==> config.mk <==
export PLATFORM = sky130hd
export DESIGN_NAME = color_string_parser_core_flat
export DESIGN_NICKNAME = d
export VERILOG_FILES = /design/src/hdl/csp_pkg.sv /design/src/hdl/csp_if.sv /design/src/hdl/color_string_parser_core.sv /design/src/flat_wrapper.sv
export VERILOG_INCLUDE_DIRS = /design/src /design/src/hdl
export SDC_FILE = /design/constraint.sdc
export NUM_CORES = 1
export LEC_CHECK = 0
export ABC_AREA = 1
export ABC_CLOCK_PERIOD_IN_PS = 2850
export CAP_MARGIN = 5
export CORE_ASPECT_RATIO = 1.75
export CORE_MARGIN = 2
export CORE_UTILIZATION = 40
export CTS_CLUSTER_DIAMETER = 60
export CTS_CLUSTER_SIZE = 10
export DETAILED_ROUTE_END_ITERATION = 12
export DONT_BUFFER_PORTS = 1
export HOLD_SLACK_MARGIN = 0.08
export PLACE_DENSITY = 0.62
export SLEW_MARGIN = 10
export SYNTH_ARGS = -nofsm -noshare
export SYNTH_HDL_FRONTEND = slang
export SYNTH_SLANG_ARGS = --single-unit
==> constraint.sdc <==
create_clock -name clk -period 2.85 [get_ports clk]
set_input_delay 0.1425 -clock clk [delete_from_list [all_inputs] [get_ports clk]]
set_output_delay 0.1425 -clock clk [all_outputs]
set_load 0.01 [all_outputs]
==> src/hdl/color_string_parser_core_defines.svh <==
// assertion macros for the color string parser
`ifndef COLOR_STRING_PARSER_CORE_DEFINES_SVH
`define COLOR_STRING_PARSER_CORE_DEFINES_SVH

`ifndef SYNTHESIS
`define CSP_ASSERT_SAME(lbl, ante, cons) \
	lbl: assert property (@(posedge clk) disable iff (!arst_n) (ante) |-> (cons)) \
		else $error("csp assertion failed");
`define CSP_ASSERT_NEXT(lbl, ante, cons) \
	lbl: assert property (@(posedge clk) disable iff (!arst_n) (ante) |=> (cons)) \
		else $error("csp assertion failed");
`else
`define CSP_ASSERT_SAME(lbl, ante, cons)
`define CSP_ASSERT_NEXT(lbl, ante, cons)
`endif

`endif

==> src/hdl/csp_pkg.sv <==
package csp_pkg;

	localparam int NAME_SLOTS    = 11;
	localparam int NAME_COUNT_DEF = 11;
	localparam int CHAR_W        = 8;
	localparam int COLOR_W       = 8;
	localparam int HEX_DIGITS    = 6;
	localparam logic [3:0] COUNT_SAT = 4'd8;

	localparam logic [7:0] CH_SPACE = 8'h20;
	localparam logic [7:0] CH_TAB   = 8'h09;
	localparam logic [7:0] CH_HASH  = 8'h23;

	localparam logic FUNC_CHAR = 1'b0;
	localparam logic FUNC_END  = 1'b1;

	// names right-justified, first letter in the highest used byte
	localparam logic [63:0] NAME_TEXT [NAME_SLOTS] = '{
		64'("black"), 64'("white"), 64'("red"), 64'("green"), 64'("blue"),
		64'("cyan"), 64'("magenta"), 64'("yellow"), 64'("orange"),
		64'("gray"), 64'("grey")
	};

	localparam logic [3:0] NAME_LEN [NAME_SLOTS] = '{
		4'd5, 4'd5, 4'd3, 4'd5, 4'd4, 4'd4, 4'd7, 4'd6, 4'd6, 4'd4, 4'd4
	};

	localparam logic [23:0] NAME_RGB [NAME_SLOTS] = '{
		24'h000000, 24'hFFFFFF, 24'hFF0000, 24'h00FF00, 24'h0000FF,
		24'h00FFFF, 24'hFF00FF, 24'hFFFF00, 24'hFF8000,
		24'h808080, 24'h808080
	};

endpackage

==> src/hdl/csp_if.sv <==
interface csp_req_if;
	logic                          valid;
	logic                          ready;
	logic                          func;
	logic [csp_pkg::CHAR_W-1:0]    ch;

	modport source (output valid, output func, output ch, input ready);
	modport sink (input valid, input func, input ch, output ready);
endinterface

interface csp_res_if;
	logic                          valid;
	logic                          ready;
	logic                          ok;
	logic [csp_pkg::COLOR_W-1:0]   red;
	logic [csp_pkg::COLOR_W-1:0]   green;
	logic [csp_pkg::COLOR_W-1:0]   blue;

	modport source (output valid, output ok, output red, output green, output blue,
		input ready);
	modport sink (input valid, input ok, input red, input green, input blue,
		output ready);
endinterface

==> src/hdl/color_string_parser_core.sv <==
// Color string parser. Characters arrive one per request on char_in (func 0), and an end
// request (func 1) closes the string and yields one color on color_out: leading blanks and
// one '#' are skipped, a body of 6 or 3 hex digits (trailing blanks trimmed) gives RRGGBB or
// RGB scaled by 17, otherwise a case-insensitive exact match against the built-in color names
// is tried; failure gives ok 0 and black. Each request passes an input register and one stage
// of parse logic. With color_out ready, one request is taken every cycle, a color is valid
// once its end request has passed the input and result registers, and the parser is ready for
// the next string right away. An end request waits in the input register while the previous
// color is still held unaccepted on color_out, and char_in is not ready during that wait.
`include "color_string_parser_core_defines.svh"

module color_string_parser_core #(
	parameter int NAME_COUNT = csp_pkg::NAME_COUNT_DEF
) (
	input logic     clk,
	input logic     arst_n,
	csp_req_if.sink char_in,
	csp_res_if.source color_out
);
	import csp_pkg::*;

	logic             valid_s1;
	logic             func_s1;
	logic [7:0]       ch_s1;

	logic             in_body_q;
	logic [3:0]       char_count_q;
	logic [3:0]       trimmed_q;
	logic [3:0]       nib_q [HEX_DIGITS];
	logic [5:0]       hexv_q;
	logic [NAME_COUNT-1:0] hits_q;

	logic             out_valid_q;
	logic             ok_q;
	logic [7:0]       red_q, green_q, blue_q;

	logic             advance;
	logic             fire_s1;
	logic             res_load;
	logic             blank;
	logic             is_hex;
	logic [3:0]       nib_v;
	logic [7:0]       low;
	logic             body_char;
	logic [3:0]       cc_next;
	logic [NAME_COUNT-1:0] hits_next;
	logic [2:0]       sel;

	logic             res_ok;
	logic [23:0]      res_rgb;
	logic             hex6, hex3;

	assign advance   = (func_s1 == FUNC_CHAR) || !out_valid_q || color_out.ready;
	assign fire_s1   = valid_s1 && advance;
	assign res_load  = fire_s1 && (func_s1 == FUNC_END);
	assign char_in.ready = !valid_s1 || advance;

	// input register
	always_ff @(posedge clk or negedge arst_n) begin
		if (!arst_n) begin
			valid_s1 <= 1'b0;
		end else if (char_in.valid && char_in.ready) begin
			valid_s1 <= 1'b1;
		end else if (advance) begin
			valid_s1 <= 1'b0;
		end
	end

	always_ff @(posedge clk) begin
		if (char_in.valid && char_in.ready) begin
			func_s1 <= char_in.func;
			ch_s1   <= char_in.ch;
		end
	end

	// character decode
	always_comb begin
		blank = (ch_s1 == CH_SPACE) || (ch_s1 == CH_TAB);
		is_hex = 1'b1;
		nib_v  = 4'd0;
		if (ch_s1 >= "0" && ch_s1 <= "9") begin
			nib_v = 4'(ch_s1 - 8'("0"));
		end else if (ch_s1 >= "a" && ch_s1 <= "f") begin
			nib_v = 4'(ch_s1 - 8'("a") + 8'd10);
		end else if (ch_s1 >= "A" && ch_s1 <= "F") begin
			nib_v = 4'(ch_s1 - 8'("A") + 8'd10);
		end else begin
			is_hex = 1'b0;
		end
		low = (ch_s1 >= "A" && ch_s1 <= "Z") ? (ch_s1 + 8'h20) : ch_s1;
		body_char = in_body_q || (!blank && ch_s1 != CH_HASH);
		cc_next = (char_count_q < COUNT_SAT) ? (char_count_q + 4'd1) : char_count_q;
		for (int k = 0; k < NAME_COUNT; k++) begin
			sel = 3'(NAME_LEN[k] - 4'd1 - char_count_q);
			hits_next[k] = hits_q[k] && (char_count_q < NAME_LEN[k])
				&& (NAME_TEXT[k][{sel, 3'b000} +: 8] == low);
		end
	end

	// parse state
	always_ff @(posedge clk or negedge arst_n) begin
		if (!arst_n) begin
			in_body_q    <= 1'b0;
			char_count_q <= 4'd0;
			trimmed_q    <= 4'd0;
			hexv_q       <= 6'd0;
			hits_q       <= '1;
		end else if (fire_s1) begin
			if (func_s1 == FUNC_END) begin
				in_body_q    <= 1'b0;
				char_count_q <= 4'd0;
				trimmed_q    <= 4'd0;
				hexv_q       <= 6'd0;
				hits_q       <= '1;
			end else if (!in_body_q && blank) begin
				in_body_q <= 1'b0;
			end else if (!body_char) begin
				in_body_q <= 1'b1;
			end else begin
				in_body_q    <= 1'b1;
				char_count_q <= cc_next;
				hits_q       <= hits_next;
				if (!blank) begin
					trimmed_q <= cc_next;
				end
				if (char_count_q < 4'(HEX_DIGITS) && is_hex) begin
					hexv_q[char_count_q[2:0]] <= 1'b1;
				end
			end
		end
	end

	always_ff @(posedge clk) begin
		if (fire_s1 && func_s1 == FUNC_CHAR && body_char && is_hex
			&& char_count_q < 4'(HEX_DIGITS)) begin
			nib_q[char_count_q[2:0]] <= nib_v;
		end
	end

	// result select
	always_comb begin
		hex6 = (trimmed_q == 4'd6) && (&hexv_q);
		hex3 = (trimmed_q == 4'd3) && (&hexv_q[2:0]);
		res_ok  = 1'b0;
		res_rgb = 24'd0;
		if (hex6) begin
			res_ok  = 1'b1;
			res_rgb = {nib_q[0], nib_q[1], nib_q[2], nib_q[3], nib_q[4], nib_q[5]};
		end else if (hex3) begin
			res_ok  = 1'b1;
			res_rgb = {nib_q[0], nib_q[0], nib_q[1], nib_q[1], nib_q[2], nib_q[2]};
		end else begin
			for (int k = NAME_COUNT - 1; k >= 0; k--) begin
				if (hits_q[k] && char_count_q == NAME_LEN[k]) begin
					res_ok  = 1'b1;
					res_rgb = NAME_RGB[k];
				end
			end
		end
	end

	// result register
	always_ff @(posedge clk or negedge arst_n) begin
		if (!arst_n) begin
			out_valid_q <= 1'b0;
		end else if (res_load) begin
			out_valid_q <= 1'b1;
		end else if (color_out.ready) begin
			out_valid_q <= 1'b0;
		end
	end

	always_ff @(posedge clk) begin
		if (res_load) begin
			ok_q    <= res_ok;
			red_q   <= res_rgb[23:16];
			green_q <= res_rgb[15:8];
			blue_q  <= res_rgb[7:0];
		end
	end

	assign color_out.valid = out_valid_q;
	assign color_out.ok    = ok_q;
	assign color_out.red   = red_q;
	assign color_out.green = green_q;
	assign color_out.blue  = blue_q;

	`CSP_ASSERT_SAME(a_count_sat, 1'b1, char_count_q <= COUNT_SAT && trimmed_q <= char_count_q)
	`CSP_ASSERT_NEXT(a_end_clears, res_load,
		char_count_q == 4'd0 && !in_body_q && hexv_q == 6'd0 && (&hits_q))
	`CSP_ASSERT_NEXT(a_end_held, valid_s1 && func_s1 == FUNC_END && out_valid_q
		&& !color_out.ready, valid_s1 && func_s1 == FUNC_END)
	`CSP_ASSERT_SAME(a_fail_black, out_valid_q && !ok_q,
		red_q == 8'd0 && green_q == 8'd0 && blue_q == 8'd0)

endmodule
==> src/flat_wrapper.sv <==
// flat-port wrapper written by rule: the top's interface ports become plain ports
module color_string_parser_core_flat import csp_pkg::*;
#(
	parameter int NAME_COUNT = csp_pkg::NAME_COUNT_DEF
)
  (clk, arst_n, char_in_valid, char_in_func, char_in_ch, char_in_ready, color_out_valid, color_out_ok, color_out_red, color_out_green, color_out_blue, color_out_ready);
  csp_req_if char_in_i ();
  csp_res_if color_out_i ();
  input logic clk;
  input logic arst_n;
  input wire logic [$bits(char_in_i.valid)-1:0] char_in_valid;
  input wire logic [$bits(char_in_i.func)-1:0] char_in_func;
  input wire logic [$bits(char_in_i.ch)-1:0] char_in_ch;
  output wire logic [$bits(char_in_i.ready)-1:0] char_in_ready;
  output wire logic [$bits(color_out_i.valid)-1:0] color_out_valid;
  output wire logic [$bits(color_out_i.ok)-1:0] color_out_ok;
  output wire logic [$bits(color_out_i.red)-1:0] color_out_red;
  output wire logic [$bits(color_out_i.green)-1:0] color_out_green;
  output wire logic [$bits(color_out_i.blue)-1:0] color_out_blue;
  input wire logic [$bits(color_out_i.ready)-1:0] color_out_ready;
  assign char_in_i.valid = char_in_valid;
  assign char_in_i.func = char_in_func;
  assign char_in_i.ch = char_in_ch;
  assign char_in_ready = char_in_i.ready;
  assign color_out_valid = color_out_i.valid;
  assign color_out_ok = color_out_i.ok;
  assign color_out_red = color_out_i.red;
  assign color_out_green = color_out_i.green;
  assign color_out_blue = color_out_i.blue;
  assign color_out_i.ready = color_out_ready;
  color_string_parser_core #(.NAME_COUNT(NAME_COUNT)) u_core (.clk(clk), .arst_n(arst_n), .char_in(char_in_i), .color_out(color_out_i));
endmodule
Word level (Yosys, flattened, before mapping)
Memory sizes are Yosys's and may differ from the RTL's.
Index checks and enable logic that the tools add are counted.
- reduce and logical (&&, ||, !) cells: 69
- muxes and demuxes: 46
- order comparisons: 15
- add/subtract/negate cells: 12
- equality and inequality tests: 23
- shift-type cells: 11
- bitwise operators: 2
- operators with widths (operator ; count):
    $shiftx A64 B7 Y8 const A ; 11
    $mux W24 ; 13
    $eq A8 B8 Y1 ; 11
    $logic_and A1 B1 Y1 ; 50
    $mux W4 ; 11
    $mux W11 ; 3
    $le A8 B7 Y1 const B ; 3
    $mux W6 ; 4
    $eq A4 B3 Y1 const B ; 5
    $ge A8 B7 Y1 const B ; 2
    $lt A4 B3 Y1 const B ; 4
    $mux W1 ; 13
    $reduce_or A12 Y1 ; 1
    $sub A4 B1 Y4 const B ; 3
    $sub A3 B3 Y3 const A ; 3
    $add A4 B4 Y4 const B ; 2
    $add A8 B6 Y8 const B ; 1
    $eq A4 B2 Y1 const B ; 2
    $eq A8 B4 Y1 const B ; 1
    $eq A8 B6 Y1 const B ; 1
    $ge A8 B6 Y1 const B ; 1
    $le A8 B6 Y1 const B ; 1
    $mux W8 ; 1
    $ne A8 B6 Y1 const B ; 1
    16 further kinds ; 30
- memories kept: 1
- word-level logic and storage cells: 192
- flip-flop bits (word level): 62
- bits in writable memories: 24
- output and inout bits: 27
- bits of input ports: 13
- memory list (memory ; words ; bits a word ; read ports ; clocked after memory_dff ; write ports ; line ; text):
    u_core.nib_q ; 6 ; 4 ; 6 ; 0 ; 1 ; color_string_parser_core.sv:29 ; logic [3:0] nib_q [HEX_DIGITS];

Longest topological paths before layout
- depth after elaboration: 15
- mapped depth: 15
- gate-level depth less buffers: 14

Worst setup path after synthesis
Ideal clock, no wire load.
- kind: reg-to-reg
- from: register u_core.char_count_q[1]
- to: register u_core.hits_q[1]
- clock period less this slack: 2365 ps
- data arrival time: 2304 ps
- cell stages (with the launch flop): 13
- data required time: 2789 ps
- buffers on the path: 0
- path slack: 485 ps
- library setup time: 61 ps
- path through: dfrtp_1 inv_1 ha_1 ha_1 nor2_1 inv_1 nand2_1 o21ai_0 o21bai_1 nor2_1 nand3_1 o21ai_1 and2_1
- word-level cells in the longest chain between the ends: 7
- RTL lines (what ; line ; text):
    start, declared ; color_string_parser_core.sv:27 ; logic [3:0] char_count_q;
    start signal, assigned ; color_string_parser_core.sv:121 ; char_count_q <= cc_next;
    $sub A3 B3 Y3 ; color_string_parser_core.sv:94 ; sel = 3'(NAME_LEN[k] - 4'd1 - char_count_q);
    $shiftx A64 B7 Y8 ; color_string_parser_core.sv:96 ; && (NAME_TEXT[k][{sel, 3'b000} +: 8] == low);
    $eq A8 B8 Y1 ; color_string_parser_core.sv:96 ;
    $logic_and A1 B1 Y1 (*) ; color_string_parser_core.sv:96 ;
    $mux W11 (*) ; color_string_parser_core.sv:117 ; end else if (!body_char) begin
    $mux W11 (*) ; color_string_parser_core.sv:115 ; end else if (!in_body_q && blank) begin
    $mux W11 (*) ; color_string_parser_core.sv:109 ; if (func_s1 == FUNC_END) begin
    end signal, assigned ; color_string_parser_core.sv:122 ; hits_q <= hits_next;
    end, declared ; color_string_parser_core.sv:31 ; logic [NAME_COUNT-1:0] hits_q;
Every way passes the cells marked *; elsewhere a longest branch is shown, timed or not. The select of a mux whose other input is x is not followed.
A chain may end at the register's enable or synchronous reset.

Worst setup path in the final report
- from: register u_core.char_count_q[0]
- to: register u_core.hits_q[0]
Same word-level chain as after synthesis.

==> results_dict.tcl <==
set metrics [dict create \
    hpwl_um 11600 \
    synth-edff-count 58 \
    ys_types 45 \
    vias 4681 \
    p_per_area_nw_per_um2 690 \
    final_cells 877 \
    cts_hold_buf 13 \
    p_leak_uw 0.00267 \
    slew-limit-headroom 0.562 \
    fin_crit_ns 2.59 \
    fillCellCount 1318 \
    clk-insertion-delay-late_ns 0.35 \
    die-area_um2 14900 \
    clock_sink_count 86 \
    rsz0062_at_grt "false" \
    htree_levels 3 \
    cts_resized 0 \
    hold_class "input pin to async pin" \
    io_buffers 0 \
    worstSetupStartpointType "register" \
    yosysWarnings 0 \
    cp.arrival_ns 2.88 \
    crit_path_max_fanout 10 \
    status "finished, final reports clean" \
    setup-tns-final_ns 0 \
    grt_first_pass_wirelength_um 23500 \
    max_freq_mhz 386 \
    grt_usage 0.207 \
    syn2layout_area_growth_pct 11.5 \
    dieHeight_um 160 \
    antenna_found_initial 0 \
    place_congestion 0.992 \
    n_antenna_cell 0 \
    drc_errors 0 \
    coreArea_um2 13800 \
    layout_common_cells "nand2_1 (156), inv_1 (71), edfxtp_1 (58)" \
    grt_max_degree 29 \
    yosysSeqAreaShare 0.441 \
    finalClockSkew_ns 0.0125 \
    dr.first_iter.drc_count 303 \
    synth.avg_cell_area_um2 8.25 \
    clock_path_buffers 2 \
    cts-root-buf "clkbuf_16" \
    layout_commonest_cell "nand2_1" \
    dr.pass1.iters 5 \
    numCtsBuffers 9 \
    syn_nets 715 \
    wire_per_inst_um 17.2 \
    finalSetupViolations 0 \
    end_kind "register" \
    grt_pass1_vias 4600 \
    synth_flop_cell "edfxtp_1" \
    rows 57 \
    slew_violations 0 \
    worstMarginPinSlew_ns 0.657 \
    nets 734 \
    ant_nets 0 \
    drt-total-wl_um 15100 \
    drv_cap 0 \
    hold_viol 0 \
    post-route-period-util 0.910 \
    clk_pin_slew_ns 0.07 \
    placed_cells 848 \
    start_util 0.405 \
    cts_setup_buffers 0 \
    overflow 0 \
    setup.worst_path.class "register to register" \
    ir_worst_vdd_mv 0.312 \
    layout-drive-gt1-share 0.130 \
    critical_path_required_ns 3.14 \
    syn_inst 676 \
    io_pins 40 \
    vias_per_cell 5.34 \
    ys_seq_elements 86 \
    syn-cell-area_um2 5570 \
    cts_tree "yes" \
    ys_async_sr_fraction 0.326 \
    fp.dieW_um 93.2 \
]
## kinds of logic after synthesis
family,Yosys count,synth area share
simple gates,319,0.263
compound gates,119,0.121
buf+inv,104,0.0826
flops,86,0.441
fa+ha+maj,26,0.0584
xor+xnor,22,0.0346
## report_power, final
part	internal (uW)	leakage [uW]	switching [uW]
logic	490	0.00164	996
clock network	620	0.000147	540
registers	1530	0.000881	116
## Yosys cell counts (all sizes together), types with 6 or more instances
cell | instances | area [um2]
a21oi | 31 | 174
and2 | 6 | 37.5
buf | 19 | 141
dfrtp | 17 | 425
dfstp | 11 | 289
edfxtp | 58 | 1740
ha | 26 | 325
inv | 78 | 293
nand2 | 170 | 678
nand3 | 54 | 303
nand4 | 10 | 62.6
nor2 | 60 | 277
nor3 | 11 | 55.1
o21ai | 68 | 340
xor2 | 17 | 149
## critical path, cell delays in order, from the launching register on
cell and delay, ns:
dfrtp_1 0.60, inv_2 0.07, ha_1 0.26, ha_1 0.40
nor2_1 0.27, inv_1 0.14, nand2_1 0.13, xor2_1 0.18
nand2_1 0.07, nor2_1 0.11, nand3_1 0.08, o21ai_1 0.11
and2_1 0.13
## through the flow
step / setup slack [ns] / util / instance area, um2 / hold slack [ns] / total power, uW
2_1_floorplan: 0.485 / - / 5570 / -0.153 / 2710
3_3_place_gp: 0.411 / 0.420 / 5780 / -0.150 / 3070
3_5_place_dp: 0.336 / 0.420 / 5780 / -0.150 / 3100
4_1_cts: 0.306 / 0.452 / 6220 / 0.296 / 4290
5_1_grt: 0.0173 / 0.452 / 6220 / 0.299 / 4540
6_report: 0.257 / 0.452 / 6220 / 0.296 / 4290
## worst paths after layout
kind / start / endpoint / slack (ns) / depth (start not counted)
max in group asynchronous: arst_n / u_core.hits_q[6]$_DFFE_PN1P_ / 2.32 / 2
max: u_core.char_count_q[0]$_DFFE_PN0P_ / u_core.hits_q[0]$_DFFE_PN1P_ / 0.26 / 12
min reg2reg: u_core.trimmed_q[1]$_DFFE_PN0P_ / u_core.trimmed_q[1]$_DFFE_PN0P_ / 0.49 / 2
min in group clk: char_in_ch[5] / u_core.ch_s1[5]$_DFFE_PP_ / 0.41 / 1
max reg2reg: u_core.char_count_q[0]$_DFFE_PN0P_ / u_core.hits_q[0]$_DFFE_PN1P_ / 0.26 / 12
min: arst_n / u_core.valid_s1$_DFFE_PN0P_ / 0.30 / 2
## flip-flops by register name, summed over array words and instances, names as in the netlist
signal,flops
u_core.valid_s1,1
u_core.color_out.ok,1
u_core.in_body_q,1
u_core.nib_q,24
u_core.func_s1,1
u_core.color_out.blue,8
u_core.trimmed_q,4
u_core.ch_s1,8
u_core.hexv_q,6
u_core.color_out.green,8
u_core.color_out.red,8
u_core.char_count_q,4
u_core.hits_q,11
u_core.color_out.valid,1
## cell type report
| cell class | instances | area [um2] | share of cell area |
|---|---|---|---|
| Inverter | 80 | 300 | 0.0483 |
| Sequential cell | 86 | 2460 | 0.395 |
| Timing Repair Buffer | 32 | 283 | 0.0455 |
| Tap cell | 177 | 221 | 0.0356 |
| Multi-Input combinational cell | 486 | 2660 | 0.427 |
| Clock buffer | 9 | 225 | 0.0362 |
| Clock inverter | 7 | 73.8 | 0.0119 |
## layer usage
layer / GRT usage / up-vias / routed length, um
li1: - / 2283 / -
met1: 0.203 / 2175 / 5280
met2: 0.392 / 172 / 8280
met3: 0.0340 / 51 / 650
met4: 0.120 / 0 / 837
met5: 0 / - / 0
Note: power is estimated with default switching activity, not from simulation.
